[src/hw/rtl/cdn_pkg.sv]
package cdn_pkg;

    localparam logic [13:0] MIN_YEAR_RST = 14'd1970;
    localparam logic [13:0] MAX_YEAR_RST = 14'd2038;
    localparam logic [13:0] CUTOVER_RST  = 14'd1752;

    localparam logic [1:0] REG_MIN_YEAR = 2'd0;
    localparam logic [1:0] REG_MAX_YEAR = 2'd1;
    localparam logic [1:0] REG_CUTOVER  = 2'd2;

    // month fold: x = month_in + 263 = (month - 1) + 22 * 12
    localparam logic [9:0]  MONTH_BIAS  = 10'd263;
    localparam logic [15:0] FOLD_BIAS   = 16'd22;
    localparam logic [15:0] YEAR_BIAS   = 16'd400;
    localparam logic [16:0] ZEL_BIAS    = 17'd71;

    // reciprocal constants
    localparam logic [15:0] RECIP_12    = 16'd2731;
    localparam logic [15:0] RECIP_400   = 16'd20972;
    localparam logic [15:0] RECIP_100   = 16'd5243;
    localparam logic [15:0] RECIP_7     = 16'd37450;

    typedef logic [3:0] upc_t;

    typedef enum logic [3:0] {
        OP_NONE,
        OP_LOAD,
        OP_FOLD_MUL,
        OP_FOLD,
        OP_MOD_MUL,
        OP_MOD,
        OP_WALK,
        OP_ZEL_MUL,
        OP_ZEL_SUM,
        OP_WK_MUL,
        OP_OUT
    } op_t;

    typedef enum logic [1:0] {
        CND_NEVER,
        CND_NO_IN,
        CND_WALK,
        CND_OUT_BUSY
    } cond_t;

    typedef struct packed {
        op_t   op;
        cond_t cond;
        upc_t  jump;
        upc_t  next;
    } uword_t;

    localparam upc_t PC_IDLE     = 4'd0;
    localparam upc_t PC_FOLD_MUL = 4'd1;
    localparam upc_t PC_FOLD     = 4'd2;
    localparam upc_t PC_MOD_MUL  = 4'd3;
    localparam upc_t PC_MOD      = 4'd4;
    localparam upc_t PC_WALK     = 4'd5;
    localparam upc_t PC_ZEL_MUL  = 4'd6;
    localparam upc_t PC_ZEL_SUM  = 4'd7;
    localparam upc_t PC_WK_MUL   = 4'd8;
    localparam upc_t PC_OUT      = 4'd9;

    function automatic uword_t ucode(input upc_t pc);
        uword_t w;
        unique case (pc)
            PC_IDLE:     w = '{OP_LOAD,     CND_NO_IN,    PC_IDLE, PC_FOLD_MUL};
            PC_FOLD_MUL: w = '{OP_FOLD_MUL, CND_NEVER,    PC_IDLE, PC_FOLD};
            PC_FOLD:     w = '{OP_FOLD,     CND_NEVER,    PC_IDLE, PC_MOD_MUL};
            PC_MOD_MUL:  w = '{OP_MOD_MUL,  CND_NEVER,    PC_IDLE, PC_MOD};
            PC_MOD:      w = '{OP_MOD,      CND_NEVER,    PC_IDLE, PC_WALK};
            PC_WALK:     w = '{OP_WALK,     CND_WALK,     PC_WALK, PC_ZEL_MUL};
            PC_ZEL_MUL:  w = '{OP_ZEL_MUL,  CND_NEVER,    PC_IDLE, PC_ZEL_SUM};
            PC_ZEL_SUM:  w = '{OP_ZEL_SUM,  CND_NEVER,    PC_IDLE, PC_WK_MUL};
            PC_WK_MUL:   w = '{OP_WK_MUL,   CND_NEVER,    PC_IDLE, PC_OUT};
            PC_OUT:      w = '{OP_OUT,      CND_OUT_BUSY, PC_OUT,  PC_IDLE};
            default:     w = '{OP_NONE,     CND_NEVER,    PC_IDLE, PC_IDLE};
        endcase
        return w;
    endfunction

    function automatic logic [4:0] days_of_month(input logic [3:0] m, input logic leap);
        logic [4:0] d;
        case (m)
            4'd2:                         d = leap ? 5'd29 : 5'd28;
            4'd4, 4'd6, 4'd9, 4'd11:      d = 5'd30;
            4'd1, 4'd3, 4'd5, 4'd7, 4'd8, 4'd10, 4'd12: d = 5'd31;
            default:                      d = 5'd0;
        endcase
        return d;
    endfunction

    // floor(3 * (m + 1) / 5) for the shifted month 3..14
    function automatic logic [3:0] zel_term(input logic [3:0] m);
        logic [3:0] t;
        case (m)
            4'd3:    t = 4'd2;
            4'd4:    t = 4'd3;
            4'd5:    t = 4'd3;
            4'd6:    t = 4'd4;
            4'd7:    t = 4'd4;
            4'd8:    t = 4'd5;
            4'd9:    t = 4'd6;
            4'd10:   t = 4'd6;
            4'd11:   t = 4'd7;
            4'd12:   t = 4'd7;
            4'd13:   t = 4'd8;
            4'd14:   t = 4'd9;
            default: t = 4'd0;
        endcase
        return t;
    endfunction

endpackage

[src/hw/rtl/calendar_date_normalizer_unit.sv]
// load, fold multiply, fold, mod multiply, mod, day walk, zeller multiply, zeller sum,
// weekday multiply and output, in turn; the day walk loops while the day is carried over
// month fold, year mod 400, zeller and weekday each use the shared multiplier for two steps
// the next item is taken in idle once the result is in the output register, where it waits
// reset: async active low, sequencer to idle, output invalid, config registers to defaults
module calendar_date_normalizer_unit (
    input  logic               clk,
    input  logic               rst_n,
    input  logic               psel,
    input  logic               penable,
    input  logic               pwrite,
    input  logic [3:0]         paddr,
    input  logic [31:0]        pwdata,
    output logic [31:0]        prdata,
    output logic               pready,
    input  logic               in_valid,
    output logic               in_ready,
    input  logic [13:0]        year_in,
    input  logic signed [8:0]  month_in,
    input  logic signed [11:0] day_in,
    output logic               out_valid,
    input  logic               out_ready,
    output logic signed [14:0] year_out,
    output logic [3:0]         month_out,
    output logic [4:0]         day_out,
    output logic [2:0]         weekday,
    output logic               leap_flag,
    output logic               year_in_window
);

    logic [13:0] min_year_reg;
    logic [13:0] max_year_reg;
    logic [13:0] cutover_reg;

    cdn_pkg::upc_t   pc_reg;
    cdn_pkg::upc_t   pc_next;
    cdn_pkg::uword_t uw;
    logic            cond_hit;
    logic            out_valid_reg;
    logic            out_busy;
    logic            out_load;

    logic signed [15:0] year_reg;
    logic [3:0]         month_reg;
    logic signed [11:0] day_reg;
    logic [9:0]         x_reg;
    logic [8:0]         ymod_reg;
    logic [29:0]        prod_reg;
    logic [14:0]        sum_reg;

    logic [14:0] mul_a;
    logic [15:0] mul_b;
    logic [30:0] mul_p;

    logic        yr_lt_cut;
    logic        div4;
    logic        century;
    logic        leap_cur;
    logic [4:0]  dim_cur;
    logic [3:0]  month_prev;
    logic [4:0]  dim_prev;
    logic        day_over;
    logic        day_under;
    logic        walk_more;

    logic [5:0]  q_fold;
    logic [9:0]  rem_fold;
    logic [15:0] year_bias;
    logic [5:0]  q_400;
    logic [14:0] rem_400;

    logic               z_early;
    logic signed [15:0] yz;
    logic [3:0]         zm;
    logic [15:0]        yz_neg;
    logic [14:0]        zel_abs;
    logic [7:0]         q_100;
    logic [14:0]        zel_t;
    logic [16:0]        zel_contrib;
    logic [16:0]        zel_s;
    logic [11:0]        q_7;
    logic [14:0]        wk_full;
    logic               in_window;

    // apb config
    assign pready = 1'b1;

    always_ff @(posedge clk or negedge rst_n)
    begin
        if (!rst_n)
        begin
            min_year_reg <= cdn_pkg::MIN_YEAR_RST;
            max_year_reg <= cdn_pkg::MAX_YEAR_RST;
            cutover_reg  <= cdn_pkg::CUTOVER_RST;
        end
        else if (psel && penable && pwrite)
        begin
            unique case (paddr[3:2])
                cdn_pkg::REG_MIN_YEAR: min_year_reg <= pwdata[13:0];
                cdn_pkg::REG_MAX_YEAR: max_year_reg <= pwdata[13:0];
                cdn_pkg::REG_CUTOVER:  cutover_reg  <= pwdata[13:0];
                default: ;
            endcase
        end
    end

    always_comb
    begin
        unique case (paddr[3:2])
            cdn_pkg::REG_MIN_YEAR: prdata = {18'd0, min_year_reg};
            cdn_pkg::REG_MAX_YEAR: prdata = {18'd0, max_year_reg};
            cdn_pkg::REG_CUTOVER:  prdata = {18'd0, cutover_reg};
            default:               prdata = 32'd0;
        endcase
    end

    // sequencer
    assign uw       = cdn_pkg::ucode(pc_reg);
    assign in_ready = (pc_reg == cdn_pkg::PC_IDLE);
    assign out_busy = out_valid_reg && !out_ready;
    assign out_load = (uw.op == cdn_pkg::OP_OUT) && !out_busy;

    always_comb
    begin
        case (uw.cond)
            cdn_pkg::CND_NEVER:    cond_hit = 1'b0;
            cdn_pkg::CND_NO_IN:    cond_hit = !in_valid;
            cdn_pkg::CND_WALK:     cond_hit = walk_more;
            cdn_pkg::CND_OUT_BUSY: cond_hit = out_busy;
            default:               cond_hit = 1'b0;
        endcase
        pc_next = cond_hit ? uw.jump : uw.next;
    end

    always_ff @(posedge clk or negedge rst_n)
    begin
        if (!rst_n)
        begin
            pc_reg        <= cdn_pkg::PC_IDLE;
            out_valid_reg <= 1'b0;
        end
        else
        begin
            pc_reg <= pc_next;
            if (out_load)
                out_valid_reg <= 1'b1;
            else if (out_ready)
                out_valid_reg <= 1'b0;
        end
    end

    assign out_valid = out_valid_reg;

    // leap year and month length of the current year
    assign yr_lt_cut  = year_reg < $signed({2'b00, cutover_reg});
    assign div4       = (year_reg[1:0] == 2'b00);
    assign century    = (ymod_reg == 9'd0) || (ymod_reg == 9'd100) ||
                        (ymod_reg == 9'd200) || (ymod_reg == 9'd300);
    assign leap_cur   = yr_lt_cut ? div4 : ((div4 && !century) || (ymod_reg == 9'd0));
    assign dim_cur    = cdn_pkg::days_of_month(month_reg, leap_cur);
    assign month_prev = (month_reg == 4'd1) ? 4'd12 : month_reg - 4'd1;
    assign dim_prev   = cdn_pkg::days_of_month(month_prev, leap_cur);
    assign day_over   = day_reg > $signed({7'd0, dim_cur});
    assign day_under  = day_reg[11] || (day_reg == 12'sd0);
    assign walk_more  = day_over || day_under;

    // shared multiplier
    always_comb
    begin
        case (uw.op)
            cdn_pkg::OP_FOLD_MUL:
            begin
                mul_a = {5'd0, x_reg};
                mul_b = cdn_pkg::RECIP_12;
            end
            cdn_pkg::OP_MOD_MUL:
            begin
                mul_a = year_bias[14:0];
                mul_b = cdn_pkg::RECIP_400;
            end
            cdn_pkg::OP_ZEL_MUL:
            begin
                mul_a = zel_abs;
                mul_b = cdn_pkg::RECIP_100;
            end
            cdn_pkg::OP_WK_MUL:
            begin
                mul_a = sum_reg;
                mul_b = cdn_pkg::RECIP_7;
            end
            default:
            begin
                mul_a = 15'd0;
                mul_b = 16'd0;
            end
        endcase
    end

    assign mul_p = 31'(mul_a) * 31'(mul_b);

    // month fold
    assign q_fold   = prod_reg[20:15];
    assign rem_fold = x_reg - 10'({q_fold, 3'b000}) - 10'({q_fold, 2'b00});

    // year mod 400
    assign year_bias = year_reg + cdn_pkg::YEAR_BIAS;
    assign q_400     = prod_reg[28:23];
    assign rem_400   = year_bias[14:0] - 15'({q_400, 8'd0}) - 15'({q_400, 7'd0})
                       - 15'({q_400, 4'd0});

    // zeller
    assign z_early     = (month_reg == 4'd1) || (month_reg == 4'd2);
    assign yz          = z_early ? year_reg - 16'sd1 : year_reg;
    assign zm          = z_early ? month_reg + 4'd12 : month_reg;
    assign yz_neg      = 16'd0 - yz;
    assign zel_abs     = yz[15] ? yz_neg[14:0] : yz[14:0];
    assign q_100       = prod_reg[26:19];
    assign zel_t       = {2'b00, zel_abs[14:2]} - {7'd0, q_100} + {9'd0, q_100[7:2]};
    assign zel_contrib = yz[15] ? 17'd0 - {2'b00, zel_t} : {2'b00, zel_t};
    assign zel_s       = {{5{day_reg[11]}}, day_reg} + {12'd0, zm, 1'b0}
                         + {13'd0, cdn_pkg::zel_term(zm)} + {yz[15], yz}
                         + zel_contrib + cdn_pkg::ZEL_BIAS;
    assign q_7         = prod_reg[29:18];
    assign wk_full     = sum_reg - (15'({q_7, 3'b000}) - 15'(q_7));

    assign in_window = (year_reg >= $signed({2'b00, min_year_reg})) &&
                       (year_reg <= $signed({2'b00, max_year_reg}));

    // datapath
    always_ff @(posedge clk)
    begin
        case (uw.op) inside
            cdn_pkg::OP_LOAD:
            begin
                if (in_valid)
                begin
                    year_reg <= {2'b00, year_in};
                    x_reg    <= {month_in[8], month_in} + cdn_pkg::MONTH_BIAS;
                    day_reg  <= day_in;
                end
            end
            cdn_pkg::OP_FOLD_MUL, cdn_pkg::OP_MOD_MUL, cdn_pkg::OP_ZEL_MUL,
            cdn_pkg::OP_WK_MUL:
            begin
                prod_reg <= mul_p[29:0];
            end
            cdn_pkg::OP_FOLD:
            begin
                year_reg  <= year_reg + {10'd0, q_fold} - cdn_pkg::FOLD_BIAS;
                month_reg <= rem_fold[3:0] + 4'd1;
            end
            cdn_pkg::OP_MOD:
            begin
                ymod_reg <= rem_400[8:0];
            end
            cdn_pkg::OP_WALK:
            begin
                if (day_over)
                begin
                    day_reg <= day_reg - $signed({7'd0, dim_cur});
                    if (month_reg == 4'd12)
                    begin
                        month_reg <= 4'd1;
                        year_reg  <= year_reg + 16'sd1;
                        ymod_reg  <= (ymod_reg == 9'd399) ? 9'd0 : ymod_reg + 9'd1;
                    end
                    else
                    begin
                        month_reg <= month_reg + 4'd1;
                    end
                end
                else if (day_under)
                begin
                    day_reg   <= day_reg + $signed({7'd0, dim_prev});
                    month_reg <= month_prev;
                    if (month_reg == 4'd1)
                    begin
                        year_reg <= year_reg - 16'sd1;
                        ymod_reg <= (ymod_reg == 9'd0) ? 9'd399 : ymod_reg - 9'd1;
                    end
                end
            end
            cdn_pkg::OP_ZEL_SUM:
            begin
                sum_reg <= zel_s[14:0];
            end
            cdn_pkg::OP_OUT:
            begin
                if (!out_busy)
                begin
                    year_out       <= year_reg[14:0];
                    month_out      <= month_reg;
                    day_out        <= day_reg[4:0];
                    weekday        <= wk_full[2:0];
                    leap_flag      <= leap_cur;
                    year_in_window <= in_window;
                end
            end
            default: ;
        endcase
    end

endmodule

[config.mk]
export PLATFORM = sky130hd
export DESIGN_NAME = calendar_date_normalizer_unit
export DESIGN_NICKNAME = d
export VERILOG_FILES = /design/src/hw/rtl/cdn_pkg.sv /design/src/hw/rtl/calendar_date_normalizer_unit.sv
export SDC_FILE = /design/constraint.sdc
export NUM_CORES = 1
export LEC_CHECK = 0
export BUFFER_PORTS_ARGS = -buffer_cell sky130_fd_sc_hd__buf_4
export CORE_MARGIN = 1
export CORE_UTILIZATION = 40
export DETAILED_ROUTE_END_ITERATION = 12
export HOLD_SLACK_MARGIN = 0.08
export MAX_ROUTING_LAYER = met4
export SYNTH_ARGS = -nofsm -noshare
export SYNTH_HDL_FRONTEND = slang
export SYNTH_SLANG_ARGS = --single-unit
export TNS_END_PERCENT = 1
[constraint.sdc]
create_clock -name clk -period 12.9 [get_ports clk]
set_input_delay 3.225 -clock clk [delete_from_list [all_inputs] [get_ports clk]]
set_output_delay 3.225 -clock clk [all_outputs]
set_load 0.02 [all_outputs]
**Yosys cells after proc, flatten, opt, wreduce, memory -nomap -nowiden**

Memories as Yosys holds them, arrays and structs flattened.
Cells that the tools add are included.

- Flip-flop bits (word level): 170
- Bits in latches: 0
- Bits in writable memories: 0
- Memory bits (read-only): 272
- Input bits: 78
- Output and inout bits: 64
- Memories kept: 2

Memories:

| name | depth | width | rd ports | clocked after memory_dff | write ports | line | source |
|---|---|---|---|---|---|---|---|
| (no name shown) | 16 | 13 | 1 | 0 | 0 | cdn_pkg.sv:66 | `unique case (pc)` |
| (no name shown) | 16 | 4 | 1 | 0 | 0 | cdn_pkg.sv:96 | `case (m)` |

- $add $sub $neg: 30
- Multiply operators: 1
- Div/mod/pow operators: 0
- $lt $le $gt $ge: 4
- Equality and inequality tests: 51
- Shift-type cells: 0
- Mux-type cells: 48
- Bitwise gates (word level): 7
- Reductions and logical operators: 50

Operator list:

| kind | number |
|---|---|
| $mux W16 | 11 |
| $mux W12 | 8 |
| $mux W9 | 8 |
| $pmux W16 S4 | 1 |
| $pmux W15 S4 | 1 |
| $eq A4 B4 Y1 const B | 13 |
| $eq A4 B3 Y1 const B | 12 |
| $pmux W14 S3 | 1 |
| $mux W4 | 9 |
| $mux W15 | 2 |
| $pmux W5 S3 | 2 |
| $sub A1 B15 Y15 const A | 2 |
| $mul A15 B16 Y28 | 1 |
| $sub A9 B9 Y9 | 3 |
| $eq A4 B2 Y1 const B | 6 |
| $eq A9 B9 Y1 const B | 2 |
| $add A16 B2 Y16 const B | 1 |
| $add A16 B6 Y16 | 1 |
| $ge A16 B15 Y1 | 1 |
| $le A16 B15 Y1 | 1 |
| $lt A16 B15 Y1 | 1 |
| $sub A16 B2 Y16 const B | 1 |
| $sub A16 B5 Y16 const B | 1 |
| $add A14 B15 Y15 | 1 |
| other kinds (48) | 101 |

**Depth between registers and ports, before layout**

- Depth after elaboration: 18
- Depth in mapped cells: 41

**Least setup slack after synthesis**

Ideal clock, no wire load.

- Kind: register to register
- From: register year_reg[7]
- To: register prod_reg[27] (data pin)
- Library setup time: 0.260 ns
- Data arrival time: 8.663 ns
- Path slack: 3.977 ns
- Stages on the path, launching flop included: 37
- Path buffers: 2
- Cell sequence: edfxtp_1 -> clkbuf_8 -> inv_1 -> ha_1 -> nand2_1 -> a21oi_1 -> mux2_4 -> or3_4 -> buf_6 -> and3_2 -> xnor2_1 -> a2111oi_0 -> nor2_1 -> nor2_1 -> fa_1 -> inv_1 -> fa_1 -> fa_1 -> inv_1 -> fa_1 -> fa_1 -> inv_1 -> fa_1 -> ha_1 -> a21o_1 -> a21oi_1 -> nor2b_1 -> o21ai_0 -> nand2b_1 -> a211oi_1 -> nand2_1 -> o2111ai_1 -> a21boi_1 -> o21ai_1 -> o221ai_1 -> a21oi_1 -> xnor2_1

- Cells in the longest elaborated chain, start to end: 6

Ends and longest elaborated chain:

| what | line | source |
|---|---|---|
| start, declared | calendar_date_normalizer_unit.sv:43 | `logic signed [15:0] year_reg;` |
| start signal, assigned | calendar_date_normalizer_unit.sv:237 | `year_reg <= {2'b00, year_in};` |
| start signal, assigned | calendar_date_normalizer_unit.sv:249 | `year_reg <= year_reg + {10'd0, q_fold} - cdn_pkg::FOLD_BIAS;` |
| start signal, assigned | calendar_date_normalizer_unit.sv:264 | `year_reg <= year_reg + 16'sd1;` |
| $sub A16 B2 Y16 | calendar_date_normalizer_unit.sv:213 | `assign yz = z_early ? year_reg - 16'sd1 : year_reg;` |
| $mux W16 | calendar_date_normalizer_unit.sv:213 |  |
| $sub A1 B15 Y15 | calendar_date_normalizer_unit.sv:215 | `assign yz_neg = 16'd0 - yz;` |
| $mux W15 | calendar_date_normalizer_unit.sv:216 | `assign zel_abs = yz[15] ? yz_neg[14:0] : yz[14:0];` |
| $pmux W15 S4 * | calendar_date_normalizer_unit.sv:170 | `case (uw.op)` |
| $mul A15 B16 Y28 * | calendar_date_normalizer_unit.sv:199 | `assign mul_p = 31'(mul_a) * 31'(mul_b);` |
| via mul_p[27] | calendar_date_normalizer_unit.sv:53 | `logic [30:0] mul_p;` |
| end signal, assigned | calendar_date_normalizer_unit.sv:245 | `prod_reg <= mul_p[29:0];` |
| end, declared | calendar_date_normalizer_unit.sv:48 | `logic [29:0] prod_reg;` |

The timed path passes the listed nets; every way through them passes the cells marked *.
A chain may end at the register's enable or synchronous reset.

**Worst setup path in the final report**

- From: register month_reg[0]
- To: register prod_reg[27] (data pin)

- Cells in the longest elaborated chain, start to end: 7

Ends and longest elaborated chain:

| what | line | source |
|---|---|---|
| start, declared | calendar_date_normalizer_unit.sv:44 | `logic [3:0] month_reg;` |
| start signal, assigned | calendar_date_normalizer_unit.sv:250 | `month_reg <= rem_fold[3:0] + 4'd1;` |
| start signal, assigned | calendar_date_normalizer_unit.sv:269 | `month_reg <= month_reg + 4'd1;` |
| start signal, assigned | calendar_date_normalizer_unit.sv:275 | `month_reg <= month_prev;` |
| $eq A4 B1 Y1 or $eq A4 B2 Y1 (tied branches) | calendar_date_normalizer_unit.sv:212 | `assign z_early = (month_reg == 4'd1) \|\| (month_reg == 4'd2);` |
| $logic_or A1 B1 Y1 * | calendar_date_normalizer_unit.sv:212 |  |
| $mux W16 * | calendar_date_normalizer_unit.sv:213 |  |
| $sub A1 B15 Y15 | calendar_date_normalizer_unit.sv:215 |  |
| $mux W15 * | calendar_date_normalizer_unit.sv:216 |  |
| $pmux W15 S4 * | calendar_date_normalizer_unit.sv:170 |  |
| $mul A15 B16 Y28 * | calendar_date_normalizer_unit.sv:199 |  |
| via mul_p[27] | calendar_date_normalizer_unit.sv:53 |  |

Marked as above.

==> reports/summary.json <==
{
  "cts_post_setup_buffers_inserted": 0,
  "rsz_0062_raised_after_global_routing": "false",
  "number_of_flip_flops_under_the_largest_register_name": 16,
  "synth-edff-count": 108,
  "place.gp.congestion": 0.9431,
  "path_clk_slew_ns": 0.08,
  "timing.final.setup_violations": 0,
  "ctsRootBufferMaster": "sky130_fd_sc_hd__clkbuf_16",
  "max_slew.worst_pin.slew_ns": 1.144,
  "clockBufferDepth": 2,
  "grt_max_degree": 48,
  "syn_area_per_cell_um2": 9.112,
  "final-max-slew-violation-count": 0,
  "fmax_mhz": 92.73,
  "ys_dominant_reg_cell": "sky130_fd_sc_hd__edfxtp_1",
  "die_area_um2": 53890,
  "worst-setup-path-type": "flip-flop to flip-flop",
  "drt-total-wl_mm": 60.19,
  "status": "completed",
  "wire_length_of_the_first_global_routing_pass_mm": 93.84,
  "placed_cell_area_um2": 22570,
  "critPathBufInv": 4,
  "fin_worst_skew_ns": 0.01786,
  "timing.hold.ws_ns": 0.5240,
  "overflow": 0,
  "max_cap_violations": 0,
  "fin_crit_sh": 0.8360,
  "fin_setup_tns_ns": 0,
  "hpwl_mm": 49.99,
  "final_ant_viol_nets": 0,
  "synth.yosys.warnings": 0,
  "tritoncts.num_buffers": 17,
  "timing.reg2reg.setup_slack_ns": 2.12,
  "final_core_utilization": 0.4472,
  "worst_path_largest_cell_delay_ns": 0.69,
  "syn_area_um2": 21190,
  "tritoncts_num_sinks": 155,
  "pin_count": 142,
  "drc": 0,
  "area_growth_syn_to_layout_pct": 9.379,
  "yosysSeqAreaShare": 0.2099,
  "die_extent_in_y_um": 232.1,
  "slowest_cell_on_crit_path": "sky130_fd_sc_hd__xnor2_1",
  "port_buffers": 102,
  "drive_gt1_frac": 0.1018,
  "total_routing_resource_utilization_after_global_routing": 0.2365,
  "min-delay-path-class": "flip-flop to flip-flop",
  "timing.critical_path.mode_cell": "sky130_fd_sc_hd__fa_1",
  "tritoncts": "done",
  "row_count": 83,
  "ctsResizeCount": 0,
  "core_um2": 51820,
  "critical_path.max_fanout": 9,
  "cts-htree-levels": 4,
  "grt_antenna_before_repair": 1,
  "wl_per_cell_um": 19.43,
  "floorplan.initialDensity": 0.4088,
  "critPathRequiredTime_ns": 13.12,
  "worst_setup_path_end_kind": "flip-flop",
  "layout.cell_area.non_filler_um2": 23170,
  "postCtsHoldBufs": 0,
  "finalNetCount": 2941,
  "ys_async_sr_fraction": 0.3032,
  "path_delay_family": "adder cells",
  "relSlewSlack": 0.2375,
  "detail_route.vias_per_cell": 5.298,
  "setup.worst_path.start_class": "flip-flop",
  "die_width_um": 232.1,
  "firstDrtPassIters": 6,
  "report.final.hold_viol_count": 0,
  "vias": 16407,
  "worst_skew_pair.late_latency_ns": 0.48,
  "synth.ff_latch_count": 155,
  "first_global_vias": 16589,
  "cp.arrival_ns": 11.00,
  "netlist_instances": 2325,
  "synth_cell_types": 101,
  "drt_iter0_markers": 1143,
  "fin_crit_ns": 10.78
}
-- final timing paths --
| check | end | depth (start not counted) | startpoint |
|---|---|---|---|
| max | prod_reg[27] | 31 | month_reg[0] |
| min | cutover_reg[3] | 2 | cutover_reg[3] |
| max reg2reg | prod_reg[27] | 31 | month_reg[0] |
| min reg2reg | cutover_reg[3] | 2 | cutover_reg[3] |
| max in group asynchronous | pc_reg[2] | 1 | rst_n |
| min in group asynchronous | cutover_reg[11] | 1 | rst_n |
-- layer usage --
layer	up-vias	track usage	wire length, um
li1	7831	-	-
met1	8070	0.3133	27750
met2	443	0.3743	28060
met3	63	0.03561	2826
met4	0	0.06558	1553
met5	-	-	0
-- final cells by class --
class / instances / area [um2]
fillers: 5072 / 28650
flip-flops and latches: 155 / 4447
diodes: 1 / 2.502
repair buffers: 121 / 908.4
clock buffers: 18 / 450.4
clock inverters: 14 / 150.1
multi-input cells: 1695 / 14810
inverters: 413 / 1550
well taps: 680 / 850.8
-- cell usage in the layout (no fill, tap or decap), types with 35 or more instances in the layout --
master,n
sky130_fd_sc_hd__nand2_1,200
sky130_fd_sc_hd__edfxtp_1,108
sky130_fd_sc_hd__buf_4,121
sky130_fd_sc_hd__inv_1,412
sky130_fd_sc_hd__ha_1,269
sky130_fd_sc_hd__a21oi_1,91
sky130_fd_sc_hd__o21ai_0,117
sky130_fd_sc_hd__fa_1,191
sky130_fd_sc_hd__xnor2_1,131
sky130_fd_sc_hd__nand3_1,51
sky130_fd_sc_hd__xor2_1,35
sky130_fd_sc_hd__nor2_1,145
-- synthesized netlist by cell type (34+ instances only) --
| cell type | count | share of area |
|---|---|---|
| sky130_fd_sc_hd__a21oi_1 | 91 | 0.021 |
| sky130_fd_sc_hd__clkbuf_1 | 40 | 0.0071 |
| sky130_fd_sc_hd__edfxtp_1 | 108 | 0.15 |
| sky130_fd_sc_hd__fa_1 | 191 | 0.18 |
| sky130_fd_sc_hd__ha_1 | 269 | 0.16 |
| sky130_fd_sc_hd__inv_1 | 412 | 0.073 |
| sky130_fd_sc_hd__nand2_1 | 200 | 0.035 |
| sky130_fd_sc_hd__nand3_1 | 51 | 0.012 |
| sky130_fd_sc_hd__nor2_1 | 146 | 0.026 |
| sky130_fd_sc_hd__nor3_1 | 34 | 0.0080 |
| sky130_fd_sc_hd__o21ai_0 | 117 | 0.028 |
| sky130_fd_sc_hd__xnor2_1 | 131 | 0.054 |
| sky130_fd_sc_hd__xor2_1 | 35 | 0.014 |
-- kinds of logic (layout without fill, tap and decap cells) --
| family | count (synthesis) | after routing | synth area share |
|---|---|---|---|
| compound gates | 395 | 395 | 0.1201 |
| xor+xnor | 173 | 173 | 0.07560 |
| fa+ha+maj | 460 | 460 | 0.3394 |
| buf+inv | 497 | 566 | 0.09639 |
| flops | 155 | 155 | 0.2099 |
| mux | 35 | 35 | 0.01772 |
| other cells | 2 | 25 | 0.0003545 |
| simple gates | 608 | 608 | 0.1406 |
-- worst register-to-register path: cells and delay by family (launching register included) --
kind	cells	cell delay, ns
flip-flops	1	0.57
AND/OR/NAND/NOR	4	1.20
buffers and inverters	4	0.60
adder cells (fa/ha/maj)	9	4.06
XOR/XNOR	2	0.78
AO/OA/AOI/OAI	12	3.30
-- metrics by stage --
stage / worst slack (ns) / std cells
final: 2.116 / 3097
after global routing: 1.562 / 3097
after CTS: 2.167 / 3096
after detailed placement: 2.218 / 3064
after global placement: 2.396 / 3064
after floorplan: 3.977 / 2347
Power is left out: the tool's default activity adds up to more than one toggle a clock period on the data nets, which glitch-free logic cannot reach.
